**config.mk**
```make
export PLATFORM = sky130hd
export DESIGN_NAME = edrs_queue
export DESIGN_NICKNAME = d
export VERILOG_FILES = /design/src/design/explicit_diffusion_reaction_row_step_unit_macros.svh /design/src/design/edrs_pkg.sv /design/src/design/edrs_queue.sv
export SDC_FILE = /design/constraint.sdc
export NUM_CORES = 1
export LEC_CHECK = 0
export ABC_AREA = 1
export BUFFER_PORTS_ARGS = -buffer_cell sky130_fd_sc_hd__buf_4
export CAP_MARGIN = 30
export CELL_PAD_IN_SITES_DETAIL_PLACEMENT = 1
export CELL_PAD_IN_SITES_GLOBAL_PLACEMENT = 1
export CORE_ASPECT_RATIO = 1.2
export CORE_MARGIN = 2
export CORE_UTILIZATION = 48
export CTS_CLUSTER_SIZE = 8
export DETAILED_ROUTE_END_ITERATION = 8
export PLACE_DENSITY = 0.89
export SLEW_MARGIN = 25
export SYNTH_ARGS = -nofsm -noshare
export SYNTH_HDL_FRONTEND = slang
export SYNTH_SLANG_ARGS = --single-unit
```
**constraint.sdc**
```tcl
create_clock -name clk -period 4.94 [get_ports clk]
set_input_delay 0.741 -clock clk [delete_from_list [all_inputs] [get_ports clk]]
set_output_delay 0.741 -clock clk [all_outputs]
set_load 0.1 [all_outputs]
```
**src/design/explicit_diffusion_reaction_row_step_unit_macros.svh**
```systemverilog
// Assertion macros used by the row step unit top level.
`ifndef EXPLICIT_DIFFUSION_REACTION_ROW_STEP_UNIT_MACROS_SVH
`define EXPLICIT_DIFFUSION_REACTION_ROW_STEP_UNIT_MACROS_SVH
`ifndef SYNTH
`define EDRS_ASSERT_IMP(label, ante, cons) \
	label: assert property (@(posedge clk) disable iff (!arst_n) (ante) |-> (cons)) \
	else $error("same-cycle implication failed");
`define EDRS_ASSERT_NEXT(label, ante, cons) \
	label: assert property (@(posedge clk) disable iff (!arst_n) (ante) |=> (cons)) \
	else $error("next-cycle implication failed");
`else
`define EDRS_ASSERT_IMP(label, ante, cons)
`define EDRS_ASSERT_NEXT(label, ante, cons)
`endif
`endif

```
**src/design/edrs_pkg.sv**
```systemverilog
// Types, constants and the square root step of the row step unit.
package edrs_pkg;

	localparam int WORD_BITS  = 32;
	localparam int FRAC_BITS  = 24;
	localparam int RATIO_BITS = 24;
	localparam int INDEX_BITS = 2;

	localparam int DIFF_W     = WORD_BITS + 2;
	localparam int ACC_W      = 2 * WORD_BITS + 2;
	localparam int Q_W        = ACC_W - FRAC_BITS;
	localparam int ROOT_W     = ((WORD_BITS + FRAC_BITS + 3) / 4) * 2;
	localparam int RAD_W      = 2 * ROOT_W;
	localparam int REM_W      = ROOT_W + 2;
	localparam int ROOT_STEPS = ROOT_W / 2;
	localparam int CNT_W      = $clog2(ROOT_STEPS);

	localparam int QUEUE_DEPTH = 4;
	localparam int QPTR_W      = $clog2(QUEUE_DEPTH);
	localparam int QCNT_W      = $clog2(QUEUE_DEPTH + 1);

	localparam logic [INDEX_BITS-1:0] REG_DIFFUSION_RATIO = INDEX_BITS'(0);
	localparam logic [INDEX_BITS-1:0] REG_LINEAR_GAIN     = INDEX_BITS'(1);
	localparam logic [INDEX_BITS-1:0] REG_ROOT_GAIN       = INDEX_BITS'(2);

	localparam logic [RATIO_BITS-1:0]       RATIO_RESET = RATIO_BITS'(8388608);
	localparam logic signed [WORD_BITS-1:0] LINEAR_RESET = WORD_BITS'(20972);
	localparam logic signed [WORD_BITS-1:0] ROOT_RESET   = -WORD_BITS'(20972);

	localparam logic signed [ACC_W-1:0] ROUND_HALF = ACC_W'(1) << (FRAC_BITS - 1);
	localparam logic signed [WORD_BITS-1:0] WORD_MAX = {1'b0, {(WORD_BITS-1){1'b1}}};
	localparam logic signed [WORD_BITS-1:0] WORD_MIN = {1'b1, {(WORD_BITS-1){1'b0}}};

	typedef struct packed {
		logic [RATIO_BITS-1:0]       diffusion_ratio;
		logic signed [WORD_BITS-1:0] linear_gain;
		logic signed [WORD_BITS-1:0] root_gain;
	} cfg_t;

	// One queue entry holds every result that one accepted point causes.
	typedef struct packed {
		logic                        has_int;
		logic                        has_bnd;
		logic                        last;
		logic signed [WORD_BITS-1:0] left;
		logic signed [WORD_BITS-1:0] centre;
		logic signed [WORD_BITS-1:0] right;
		logic signed [WORD_BITS-1:0] fixed;
	} entry_t;

	typedef struct packed {
		logic   valid;
		logic   full;
		entry_t head;
	} queue_st_t;

	typedef struct packed {
		logic idle;
		logic pop;
	} back_st_t;

	typedef enum logic [1:0] {
		POS_EMPTY = 2'd0,
		POS_FIRST = 2'd1,
		POS_INNER = 2'd2
	} pos_t;

	typedef enum logic [2:0] {
		BK_IDLE,
		BK_ROOT,
		BK_MUL,
		BK_ADD,
		BK_FINAL,
		BK_EMIT_INT,
		BK_EMIT_BND
	} back_state_t;

	typedef struct packed {
		logic [REM_W-1:0]  rem;
		logic [ROOT_W-1:0] root;
	} root_step_t;

	// One digit of the restoring square root: bring in two radicand bits,
	// try to subtract 4*root+1 and shift the outcome into the root.
	function automatic root_step_t sqrt_step(input logic [REM_W-1:0] rem,
		input logic [ROOT_W-1:0] root, input logic [1:0] bits);
		logic [REM_W+1:0] rem_sh;
		logic [REM_W+1:0] trial;
		root_step_t       res;
		rem_sh = {rem, bits};
		trial  = {2'b00, root, 2'b01};
		if (rem_sh >= trial) begin
			res.rem  = REM_W'(rem_sh - trial);
			res.root = {root[ROOT_W-2:0], 1'b1};
		end else begin
			res.rem  = rem_sh[REM_W-1:0];
			res.root = {root[ROOT_W-2:0], 1'b0};
		end
		return res;
	endfunction

endpackage

```
**src/design/edrs_queue.sv**
```systemverilog
// Short queue of entries between the front and the back part.
module edrs_queue
	import edrs_pkg::*;
(
	input  logic      clk,
	input  logic      arst_n,
	input  logic      push,
	input  entry_t    push_entry,
	input  logic      pop,
	output queue_st_t st
);

	entry_t              slots_q [QUEUE_DEPTH];
	logic [QPTR_W-1:0]   wr_ptr_q;
	logic [QPTR_W-1:0]   rd_ptr_q;
	logic [QCNT_W-1:0]   count_q;

	assign st.valid = (count_q != '0);
	assign st.full  = (count_q == QCNT_W'(QUEUE_DEPTH));
	assign st.head  = slots_q[rd_ptr_q];

	always_ff @(posedge clk) begin
		if (push) begin
			slots_q[wr_ptr_q] <= push_entry;
		end
	end

	always_ff @(posedge clk or negedge arst_n) begin
		if (!arst_n) begin
			wr_ptr_q <= '0;
			rd_ptr_q <= '0;
			count_q  <= '0;
		end else begin
			if (push) begin
				wr_ptr_q <= wr_ptr_q + 1'b1;
			end
			if (pop) begin
				rd_ptr_q <= rd_ptr_q + 1'b1;
			end
			case ({push, pop})
				2'b10:   count_q <= count_q + 1'b1;
				2'b01:   count_q <= count_q - 1'b1;
				default: count_q <= count_q;
			endcase
		end
	end

endmodule

```
-- Yosys cells after proc, flatten, opt, wreduce, memory -nomap -nowiden
Memories as Yosys holds them, arrays and structs flattened.
Index checks and enable logic that the tools add are counted.
- $add $sub $neg: 4
- equal/unequal tests: 3
- muxes and demuxes: 3
- reductions and logical operators: 2
- operator list (operator ; number):
    3-bit case mux with 2 select lines ; 1
    2-bit by 1-bit adder with 2-bit output, second input constant ; 2
    3-bit by 1-bit adder with 3-bit output, second input constant ; 1
    3-bit == test, second input constant ; 1
    3-bit nonzero test ; 1
    3-bit by 1-bit subtractor with 3-bit output, second input constant ; 1
    2-bit by 1-bit == test with 1-bit output, second input constant ; 1
    2-bit == test, second input constant ; 1
    1-bit 2-to-1 mux ; 2
    2-bit nonzero test ; 1
- register bits after elaboration: 7
- memory bits (writable): 524
- input port bits: 135
- output and inout port bits: 133
- logic and storage cells: 16
- memories kept: 1
- memories (memory ; words ; bits a word ; rd ports ; clocked after Yosys merged registers in ; wr ports ; line ; source):
    slots_q ; 4 ; 131 ; 1 ; 0 ; 1 ; edrs_queue.sv:13 ; entry_t slots_q [QUEUE_DEPTH];

-- Logic depth before layout (Yosys ltp)
- depth in word-level cells: 2
- depth in mapped cells: 10
- depth with buffers taken out: 9

-- Worst setup path after synthesis
OpenSTA, ideal clock, no wires.
- path type: input -> register
- start: input port push
- end: memory slots_q[0][0] in the netlist's numbering, enable pin
- library setup time: 484 ps
- arrival time: 3592 ps
- data required time: 4456 ps
- setup slack: 863 ps
- stages: 3
- buffers on the path: 1
- cells stage by stage: clkbuf_1 > nand2_1 > inv_1
- cells in the longest elaborated chain, start to end: 2
- ends and longest elaborated chain (item ; line ; source):
    start: declaration ; edrs_queue.sv:7 ; input logic push,
    1-bit 2-to-1 mux ; edrs_queue.sv:23 ; if (push) begin
    1-bit 2-to-1 mux (not written as such) ; edrs_queue.sv:24 ; slots_q[wr_ptr_q] <= push_entry;
    end: declaration ; edrs_queue.sv:13 ;
No other way between the ends.

==> results.json <==
{
  "drive_above_1_share_pct": 24.8,
  "syn_to_final_growth_pct": 21.0,
  "worstMarginPinSlew_ns": 0.941,
  "yosys-top-cells-area": "edfxtp_1 73%, nand2_1 7.0%, o211ai_1 6.0%",
  "final.setup.tns_ns": 0,
  "min_period_ns": 3.78,
  "fmax_mhz": 265,
  "boundaryPins": 268,
  "worst-setup-path-type": "flip-flop to primary output",
  "dieWidth_um": 198,
  "rsz0062_at_grt": "false",
  "hpwlAfterDp_mm": 32.2,
  "slew_violations": 0,
  "setup.worst_path.end_class": "primary output",
  "r2r_end": "slots_q[0][43]",
  "clock_skew_ns": 0.0284,
  "r2r-start": "wr_ptr_q[1]",
  "core_area_mm2": 0.0447,
  "yosys_warnings": 0,
  "dr.pass1.iters": 5,
  "synth-seq-cells": 531,
  "crit_fanout": 69,
  "rows": 85,
  "cp_slowest_cell": "dfrtp_4",
  "syn-num-nets": 1719,
  "postCtsSetupBuffers": 0,
  "nNetsFinal": 1997,
  "drt-initial-drc-count": 669,
  "reg2reg_setup_slack_ns": 2.60,
  "cts_tree": "done",
  "vias": 13200,
  "layout_common_cells": "524 x edfxtp_1, 404 x nand2_1, 280 x buf_4",
  "arrival_ns": 3.04,
  "start_util_pct": 48.4,
  "avgSynthCellArea_um2": 13.7,
  "postLayoutCoreUtil_pct": 58.6,
  "ys_seq_area_share_pct": 73.6,
  "crit_top_cell": "buf_4",
  "critPathBufInv": 3,
  "numCtsBuffers": 76,
  "yosysTopAreaCellShare_pct": 72.8,
  "cts.sinks": 531,
  "portBuffers": 267,
  "relSlewSlack_pct": 37.3,
  "holdPathEnd": "slots_q[2][103]",
  "status": "finished, final reports clean",
  "wirelength_mm": 54.6,
  "cp-start-kind": "flip-flop",
  "worstPathRequired_ns": 4.20,
  "cpPeakStageDelay_ns": 0.66,
  "setup_ws_ns": 1.16,
  "postRouteAntennaNets": 0,
  "antenna_found_initial": 3,
  "drc_errors": 0,
  "overflow": 0,
  "crit_family": "buffers and inverters",
  "min-delay-start": "push_entry[103]",
  "clk_latency_ns": 0.60,
  "synthDistinctLibCells": 20,
  "post-place-ws_ns": 1.74,
  "synth_cells": 1578,
  "htreeDepth": 3,
  "avgViaCountPerCell": 5.40,
  "track_usage_pct": 23.6,
  "root_buffer": "clkbuf_16",
  "synthesis.area_mm2": 0.0216,
  "hold_viol": 0,
  "grt_first_pass_wirelength_mm": 82.9,
  "drv_cap": 0,
  "fin_crit_sh_pct": 76.5,
  "r2r_cells": 6,
  "ctsLongestPathBuffers": 3,
  "die_y_um": 236,
  "wl_per_cell_um": 22.3,
  "holdPathStages": 1,
  "gp_congestion": 0.754,
  "synth_top_area_cell": "edfxtp_1",
  "report.final.setup_viol": 0,
  "grt_pass1_vias": 15000,
  "grt_max_degree": 112,
  "crit_chain": "inv_6 -> buf_4 -> o211ai_1 -> nand2_1 -> buf_4",
  "hp-class": "input port to flip-flop",
  "mostFrequentLayoutCell": "edfxtp_1",
  "crit_start": "rd_ptr_q[1]",
  "dieArea_mm2": 0.0468,
  "clk_pin_slew_ns": 0.06
}
-- Yosys cell counts --
cell and number:
clkbuf_1 18, ha_1 5, nand2_1 404, fa_1 1, xor2_1 3, nand3_1 2
nor3_1 1, xnor2_1 1, o211ai_2 89, buf_8 1, nand4_1 1, o21ai_0 1
buf_2 44, clkinv_2 1, edfxtp_1 524, buf_6 26, dfrtp_1 7, inv_1 275
o21ai_1 1, o211ai_1 173
-- area by class of cell --
type | count | area (µm²)
fill | 4319 | 18500
sequential | 531 | 15900
multi-input combinational | 682 | 4080
timing repair buffer | 289 | 2280
clock buffer | 100 | 2030
inverter | 276 | 1060
tap | 565 | 707
clock inverter | 6 | 81.3
antenna | 1 | 2.50
-- metrics by stage --
stage	instance area [µm²]	hold slack, ns	cells
detailed placement	24000	0.471	2341
global placement	24000	0.456	2341
finish	26200	0.331	2450
global route	26200	0.330	2450
floorplan	21600	0.442	1578
CTS	26100	0.302	2448
-- cell families (layout without fill, tap and decap cells) --
| group | after synthesis | after routing | share of synthesized area (%) |
|---|---|---|---|
| compound gates | 264 | 264 | 11.2 |
| other cells | 0 | 1 | 0 |
| fa+ha+maj | 6 | 6 | 0.382 |
| buf+inv | 365 | 671 | 7.55 |
| xor+xnor | 4 | 4 | 0.162 |
| flops | 531 | 531 | 73.6 |
| simple gates | 408 | 408 | 7.11 |
-- layer usage --
layer / track usage, % / vias to the layer above / wire [µm]
met3: 6.25 / 111 / 3640
met1: 25.0 / 6682 / 19900
met4: 10.8 / 4 / 1770
li1: - / 6037 / -
met2: 43.3 / 397 / 29300
met5: 0 / - / 29
-- flip-flops by register name, indices dropped and copies added, names as in the netlist --
register and cells:
slots_q 524, wr_ptr_q 2, rd_ptr_q 2, count_q 3
-- how the worst max path moves through the flow --
stage | to | slack, ns | cells after the start
global route | st[35] | 1.03 | 5
global placement | st[58] | 1.74 | 5
floorplan | slots_q[0][0] | 0.86 | 3
finish | st[112] | 1.16 | 5
CTS | st[35] | 1.08 | 5
detailed placement | st[39] | 1.74 | 5
-- repair_timing --
action / CTS / global route
gates resized for setup: 0 / 0
endpoints found under the hold margin: 7 / 0
hold buffers: 1 / 0
Power is not shown: default switching activity piles up to over one toggle a cycle in this logic, so the estimate is an artifact.
