[config.mk]
export PLATFORM = sky130hd
export DESIGN_NAME = edrs_front
export DESIGN_NICKNAME = d
export VERILOG_FILES = /design/src/design/explicit_diffusion_reaction_row_step_unit_macros.svh /design/src/design/edrs_pkg.sv /design/src/design/edrs_front.sv
export SDC_FILE = /design/constraint.sdc
export NUM_CORES = 1
export LEC_CHECK = 0
export ABC_AREA = 1
export ABC_CLOCK_PERIOD_IN_PS = 1890
export BUFFER_PORTS_ARGS = -buffer_cell sky130_fd_sc_hd__buf_2
export CORE_MARGIN = 2
export CORE_UTILIZATION = 42
export DETAILED_ROUTE_END_ITERATION = 16
export PLACE_DENSITY = 0.86
export SYNTH_ARGS = -nofsm -noshare
export SYNTH_HDL_FRONTEND = slang
export SYNTH_SLANG_ARGS = --single-unit
[constraint.sdc]
create_clock -name clk -period 1.89 [get_ports clk]
set_clock_uncertainty 0.1 [all_clocks]
set_input_delay 0.0945 -clock clk [delete_from_list [all_inputs] [get_ports clk]]
set_output_delay 0.0945 -clock clk [all_outputs]
set_load 0.05 [all_outputs]
[src/design/explicit_diffusion_reaction_row_step_unit_macros.svh]
// Assertion macros used by the row step unit top level.
`ifndef EXPLICIT_DIFFUSION_REACTION_ROW_STEP_UNIT_MACROS_SVH
`define EXPLICIT_DIFFUSION_REACTION_ROW_STEP_UNIT_MACROS_SVH
`ifndef SYNTH
`define EDRS_ASSERT_IMP(label, ante, cons) \
	label: assert property (@(posedge clk) disable iff (!arst_n) (ante) |-> (cons)) \
	else $error("same-cycle implication failed");
`define EDRS_ASSERT_NEXT(label, ante, cons) \
	label: assert property (@(posedge clk) disable iff (!arst_n) (ante) |=> (cons)) \
	else $error("next-cycle implication failed");
`else
`define EDRS_ASSERT_IMP(label, ante, cons)
`define EDRS_ASSERT_NEXT(label, ante, cons)
`endif
`endif

[src/design/edrs_pkg.sv]
// Types, constants and the square root step of the row step unit.
package edrs_pkg;

	localparam int WORD_BITS  = 32;
	localparam int FRAC_BITS  = 24;
	localparam int RATIO_BITS = 24;
	localparam int INDEX_BITS = 2;

	localparam int DIFF_W     = WORD_BITS + 2;
	localparam int ACC_W      = 2 * WORD_BITS + 2;
	localparam int Q_W        = ACC_W - FRAC_BITS;
	localparam int ROOT_W     = ((WORD_BITS + FRAC_BITS + 3) / 4) * 2;
	localparam int RAD_W      = 2 * ROOT_W;
	localparam int REM_W      = ROOT_W + 2;
	localparam int ROOT_STEPS = ROOT_W / 2;
	localparam int CNT_W      = $clog2(ROOT_STEPS);

	localparam int QUEUE_DEPTH = 4;
	localparam int QPTR_W      = $clog2(QUEUE_DEPTH);
	localparam int QCNT_W      = $clog2(QUEUE_DEPTH + 1);

	localparam logic [INDEX_BITS-1:0] REG_DIFFUSION_RATIO = INDEX_BITS'(0);
	localparam logic [INDEX_BITS-1:0] REG_LINEAR_GAIN     = INDEX_BITS'(1);
	localparam logic [INDEX_BITS-1:0] REG_ROOT_GAIN       = INDEX_BITS'(2);

	localparam logic [RATIO_BITS-1:0]       RATIO_RESET = RATIO_BITS'(8388608);
	localparam logic signed [WORD_BITS-1:0] LINEAR_RESET = WORD_BITS'(20972);
	localparam logic signed [WORD_BITS-1:0] ROOT_RESET   = -WORD_BITS'(20972);

	localparam logic signed [ACC_W-1:0] ROUND_HALF = ACC_W'(1) << (FRAC_BITS - 1);
	localparam logic signed [WORD_BITS-1:0] WORD_MAX = {1'b0, {(WORD_BITS-1){1'b1}}};
	localparam logic signed [WORD_BITS-1:0] WORD_MIN = {1'b1, {(WORD_BITS-1){1'b0}}};

	typedef struct packed {
		logic [RATIO_BITS-1:0]       diffusion_ratio;
		logic signed [WORD_BITS-1:0] linear_gain;
		logic signed [WORD_BITS-1:0] root_gain;
	} cfg_t;

	// One queue entry holds every result that one accepted point causes.
	typedef struct packed {
		logic                        has_int;
		logic                        has_bnd;
		logic                        last;
		logic signed [WORD_BITS-1:0] left;
		logic signed [WORD_BITS-1:0] centre;
		logic signed [WORD_BITS-1:0] right;
		logic signed [WORD_BITS-1:0] fixed;
	} entry_t;

	typedef struct packed {
		logic   valid;
		logic   full;
		entry_t head;
	} queue_st_t;

	typedef struct packed {
		logic idle;
		logic pop;
	} back_st_t;

	typedef enum logic [1:0] {
		POS_EMPTY = 2'd0,
		POS_FIRST = 2'd1,
		POS_INNER = 2'd2
	} pos_t;

	typedef enum logic [2:0] {
		BK_IDLE,
		BK_ROOT,
		BK_MUL,
		BK_ADD,
		BK_FINAL,
		BK_EMIT_INT,
		BK_EMIT_BND
	} back_state_t;

	typedef struct packed {
		logic [REM_W-1:0]  rem;
		logic [ROOT_W-1:0] root;
	} root_step_t;

	// One digit of the restoring square root: bring in two radicand bits,
	// try to subtract 4*root+1 and shift the outcome into the root.
	function automatic root_step_t sqrt_step(input logic [REM_W-1:0] rem,
		input logic [ROOT_W-1:0] root, input logic [1:0] bits);
		logic [REM_W+1:0] rem_sh;
		logic [REM_W+1:0] trial;
		root_step_t       res;
		rem_sh = {rem, bits};
		trial  = {2'b00, root, 2'b01};
		if (rem_sh >= trial) begin
			res.rem  = REM_W'(rem_sh - trial);
			res.root = {root[ROOT_W-2:0], 1'b1};
		end else begin
			res.rem  = rem_sh[REM_W-1:0];
			res.root = {root[ROOT_W-2:0], 1'b0};
		end
		return res;
	endfunction

endpackage

[src/design/edrs_front.sv]
// Front part: keeps the three-point window and turns each point into a queue entry.
module edrs_front
	import edrs_pkg::*;
(
	input  logic                        clk,
	input  logic                        arst_n,
	input  logic                        in_valid,
	output logic                        in_ready,
	input  logic signed [WORD_BITS-1:0] point_value,
	input  logic signed [WORD_BITS-1:0] fixed_next_value,
	input  logic                        first_of_row,
	input  logic                        last_of_row,
	input  logic                        queue_full,
	output logic                        push,
	output entry_t                      entry
);

	logic signed [WORD_BITS-1:0] left_q;
	logic signed [WORD_BITS-1:0] centre_q;
	pos_t                        pos_q;
	logic                        accept;
	logic                        start_row;

	assign in_ready = !queue_full;
	assign accept   = in_valid && in_ready;

	// A point with no row open, or with first set, opens a new row.
	always_comb begin
		case (pos_q)
			POS_FIRST, POS_INNER: start_row = first_of_row;
			default:              start_row = 1'b1;
		endcase
	end

	always_comb begin
		entry.has_int = !start_row && (pos_q == POS_INNER);
		entry.has_bnd = start_row || last_of_row;
		entry.last    = last_of_row;
		entry.left    = left_q;
		entry.centre  = centre_q;
		entry.right   = point_value;
		entry.fixed   = fixed_next_value;
	end

	assign push = accept && (entry.has_int || entry.has_bnd);

	always_ff @(posedge clk or negedge arst_n) begin
		if (!arst_n) begin
			left_q   <= '0;
			centre_q <= '0;
			pos_q    <= POS_EMPTY;
		end else if (accept) begin
			centre_q <= point_value;
			if (start_row) begin
				left_q <= '0;
				pos_q  <= last_of_row ? POS_EMPTY : POS_FIRST;
			end else begin
				left_q <= centre_q;
				pos_q  <= last_of_row ? POS_EMPTY : POS_INNER;
			end
		end
	end

endmodule

# Yosys cells after proc, flatten, opt, wreduce, memory -nomap -nowiden
# Cells that the tools add are included.
# totals
reg_bits	66
inputBits	70
elab_cells	18
# op_classes
eq_ne	2
n_mux	5
reduce_logical	8
# op_table
op	count
$mux 32	1
$mux 2	2
$logic_and 1x1->1	3
$eq 2x1->1 const B	1
$eq 2x2->1 const B	1
$logic_not 1->1	2
$logic_or 1x1->1	2
$mux 1	2
$reduce_or 2->1	1

# Depth between registers and ports, before layout
# depth
depth_word	7
ltp_mapped	7
mapped_depth_nobuf	6

# Worst setup path after synthesis
# No wires, ideal clock.
# synth_path
path_type	register -> output
start	register pos_q[0]
end	output port entry[130] in the netlist's numbering
arrival_time_ns	1.415
path_slack_ns	0.280
stages_incl_launch_ff	6
path_buffers	0
path_cell_list	dfrtp_1 -> inv_1 -> ha_1 -> inv_1 -> nand2_1 -> nor2_1
# synth_rtl
element	line_no	rtl
start, declared	edrs_front.sv:20	pos_t pos_q;
start signal, assigned	edrs_front.sv:56	pos_q <= last_of_row ? POS_EMPTY : POS_FIRST;
start signal, assigned	edrs_front.sv:59	pos_q <= last_of_row ? POS_EMPTY : POS_INNER;
end, declared	edrs_front.sv:15	output entry_t entry

# Final worst setup path
# layout_path
start	register pos_q[0]
end	output port push
# layout_between
elab_chain_cells	7
word_cells_on_any_way	9
cone_classes	eq/ne (2); mux (1); reduce/logical (6)
# layout_lines
element	line_no	rtl
$eq 2x2->1 or $eq 2x1->1 (tied branches)	edrs_front.sv:29, edrs_front.sv:36	
$reduce_or 2->1	edrs_front.sv:29	case (pos_q)
$mux 1	edrs_front.sv:29	
$logic_not 1->1	edrs_front.sv:36	entry.has_int = !start_row && (pos_q == POS_INNER);
$logic_and 1x1->1	edrs_front.sv:36	
$logic_or 1x1->1 (*)	edrs_front.sv:45	assign push = accept && (entry.has_int || entry.has_bnd);
$logic_and 1x1->1 (*)	edrs_front.sv:45	
end, declared	edrs_front.sv:14	output logic push,
# Mark *: on every way between the ends. The rest lies on a longest branch, timed or not.

==> reports/results.ini <==
[detailed_routing]
viasPerCell = 4.59
drtIter0Drc = 83
drc = 0
drtPass1Iterations = 4
routedWlPerCell_um = 13.3
ant_nets = 0
vias = 2635
drt-total-wl_um = 7610

[setup_path]
r2r-start = pos_q[0]$_DFFE_PN0P_
endpoint_kind = output port
timing.critical_path.buf_inv = 3
crit_path_start_kind = flip-flop
cpPeakStageDelay_ns = 0.35
critPathMostFrequentCell = inv_1
cp_max_fo = 4
cp.required_ns = 1.70
crit_type = reg -> out
reg2reg_to = left_q[18]$_DFFE_PN0P_
reg2reg_slack_ns = 0.40
crit_family = flip-flops
crit_chain = inv_1 > ha_1 > nor2_4 > nand3_1 > nand2_1 > inv_1 > buf_2
r2r_cells = 6
arrival_ns = 1.56
slowest_stage = dfrtp_1

[synthesis]
synth_xor_area_frac = 0
yosysUniqueCellTypes = 12
synth_seq_cells = 66
syn_area_mm2 = 0.00310
synth-simple-area-share = 0.264
seq_area_frac_synth = 0.532
syn-num-nets = 434
synth.area.mux_share = 0
synth_top_family_by_area = simple AND/OR/NAND/NOR gates
avgSynthCellArea_um2 = 8.55
syn_inst = 363
synth_compound_area_frac = 0
synthAdderAreaFrac = 0.00403
synth_warnings = 0

[sta]
min_period_ns = 1.75
fin_ws_ns = 0.138
fin_crit_sh = 0.927
slew-limit-headroom = 0.695
finalMaxSlewViolations = 0
hold_violations = 0
rsz0062_at_grt = false
tightest_slew_ns = 0.456
max_freq_mhz = 571
setup_viol = 0
tns_ns = 0

[clock_network]
clock_sinks = 66
numCtsBuffers = 9
cts_root_buf = clkbuf_8
cts_tree = yes
clock_path_buffers = 2
clk_pin_slew_worst_paths_ns = 0.06
cts-htree-levels = 3
clock_latency_ns = 0.33

[finish]
antenna_cells = 0
drive_above_1_share = 0.339
num-fill-cells = 681
fin_area_mm2 = 0.00394
multi_input_comb_area_um2 = 841
syn_to_final_growth_pct = 27.1
finalNetCount = 542
seq_area_mm2 = 0.00165

[min_path]
min_delay_path_depth = 4
whs_endpoint = centre_q[14]$_DFFE_PN0P_
min_from = queue_full
hold_class = in -> reg

[global_route]
antenna_found_initial = 0
grt_pass1_wl_um = 12400
met3_usage = 0.0620
grt_max_degree = 67
first_global_vias = 2620
gr-total-overflow = 0
track_usage = 0.191
grt-busiest-layer = met2
grt_use_met2 = 0.348
grt.met1_usage = 0.202

[floorplan]
die_x_um = 90.0
ios = 203
die_area_mm2 = 0.00809
rows = 31
initial_core_util = 0.430
fp.dieH_um = 90.0
coreArea_mm2 = 0.00721

[placed_design]
place_area_mm2 = 0.00341
place_congestion = 0.795
place_ws_ns = 0.354
dp_hpwl_um = 4660
portBuffers = 138

[power_and_ir_drop]
power-per-cell-area_mw_per_mm2 = 1030
switching_power_uw = 1570
total_power_uw = 4060
p_sw_frac = 0.386
seqPwrFrac = 0.411
p_leak_uw = 0.00237
p_comb_frac = 0.311
ir_drop_v = 0.000597
p_int_uw = 2490
clkPwrFrac = 0.278

[flow_run]
drv_cap = 0

[run_status]
status = finished, final reports clean

state kept, by name, indices dropped and copies added, names as in the netlist:
name and flops:
pos_q 2, centre_q 32, left_q 32
worst min-delay path, stage by stage:
cell     delay, ns
buf_2         0.12
nor2_4        0.10
nand2_1       0.07
nand2_1       0.04
layout by cell type, fill, tap and decap left out, drive strengths merged, types with 2 or more instances in the layout:
cell type / netlist / layout
dfrtp: 66 / 66
clkbuf: 2 / 12
nand2: 167 / 167
nand3: 35 / 35
nor2: 3 / 3
buf: 80 / 145
dlygate4sd3: 0 / 34
clkinv: 0 / 2
inv: 9 / 9
how the worst max path moves through the flow:
stage | from | end | depth (start not counted)
after detailed placement | pos_q[0]$_DFFE_PN0P_ | left_q[18]$_DFFE_PN0P_ | 6
final | pos_q[0]$_DFFE_PN0P_ | push | 7
after global placement | pos_q[0]$_DFFE_PN0P_ | left_q[17]$_DFFE_PN0P_ | 6
after global routing | pos_q[0]$_DFFE_PN0P_ | push | 7
after CTS | pos_q[0]$_DFFE_PN0P_ | push | 7
after floorplan | pos_q[0]$_DFFE_PN0P_ | entry[130] | 5
logic make-up after synthesis:
kind of cell / after synthesis
DFF: 66
adders and majority gates: 1
buffers and inverters: 91
and+or+nand+nor: 205
synth_stat cells:
cell type	instances	area, µm²
nor2_2	2	12.5
buf_6	1	11.3
dfrtp_1	66	1650
nor2_1	1	3.75
ha_1	1	12.5
nand2_1	167	627
inv_2	1	3.75
buf_4	69	518
nand3_1	35	175
buf_2	10	50.1
inv_1	8	30.0
clkbuf_1	2	7.51
per-stage QoR:
stage / util / hold WS [ns] / std cells
floorplan: - / -0.301 / 363
global placement: 0.473 / 0.0300 / 525
detailed placement: 0.473 / 0.0409 / 525
CTS: 0.546 / 0.0296 / 574
global route: 0.547 / 0.0522 / 574
finish: 0.547 / 0.0378 / 574
power groups by stage:
stage               logic, µW  registers (µW)  clock network (µW)
floorplan                 598            2190                   0
global placement         1190            1680                   0
detailed placement       1210            1690                   0
CTS                      1260            1670                1160
global route             1340            1690                1210
finish                   1260            1670                1130
routing by layer:
metal  wire (µm)  share of wire
met4         187          0.025
met3         530          0.070
met1        2890           0.38
met5           0              0
met2        4000           0.53
area by class of cell:
| class | instances | share of cell area |
|---|---|---|
| Sequential cell | 66 | 0.419 |
| Timing Repair Buffer | 179 | 0.281 |
| Multi-Input combinational cell | 206 | 0.213 |
| Clock buffer | 12 | 0.0368 |
| Tap cell | 99 | 0.0314 |
| Clock inverter | 3 | 0.0102 |
| Inverter | 9 | 0.00857 |
timing repair:
| item | CTS | global route |
|---|---|---|
| hold buffers | 34 | 0 |
| resized for setup | 0 | 1 |
| hold endpoints to repair | 100 | 0 |
| endpoints found under the setup margin | 0 | 1 |
| setup buffers | 0 | 0 |
(Power assumes the default switching activity.)
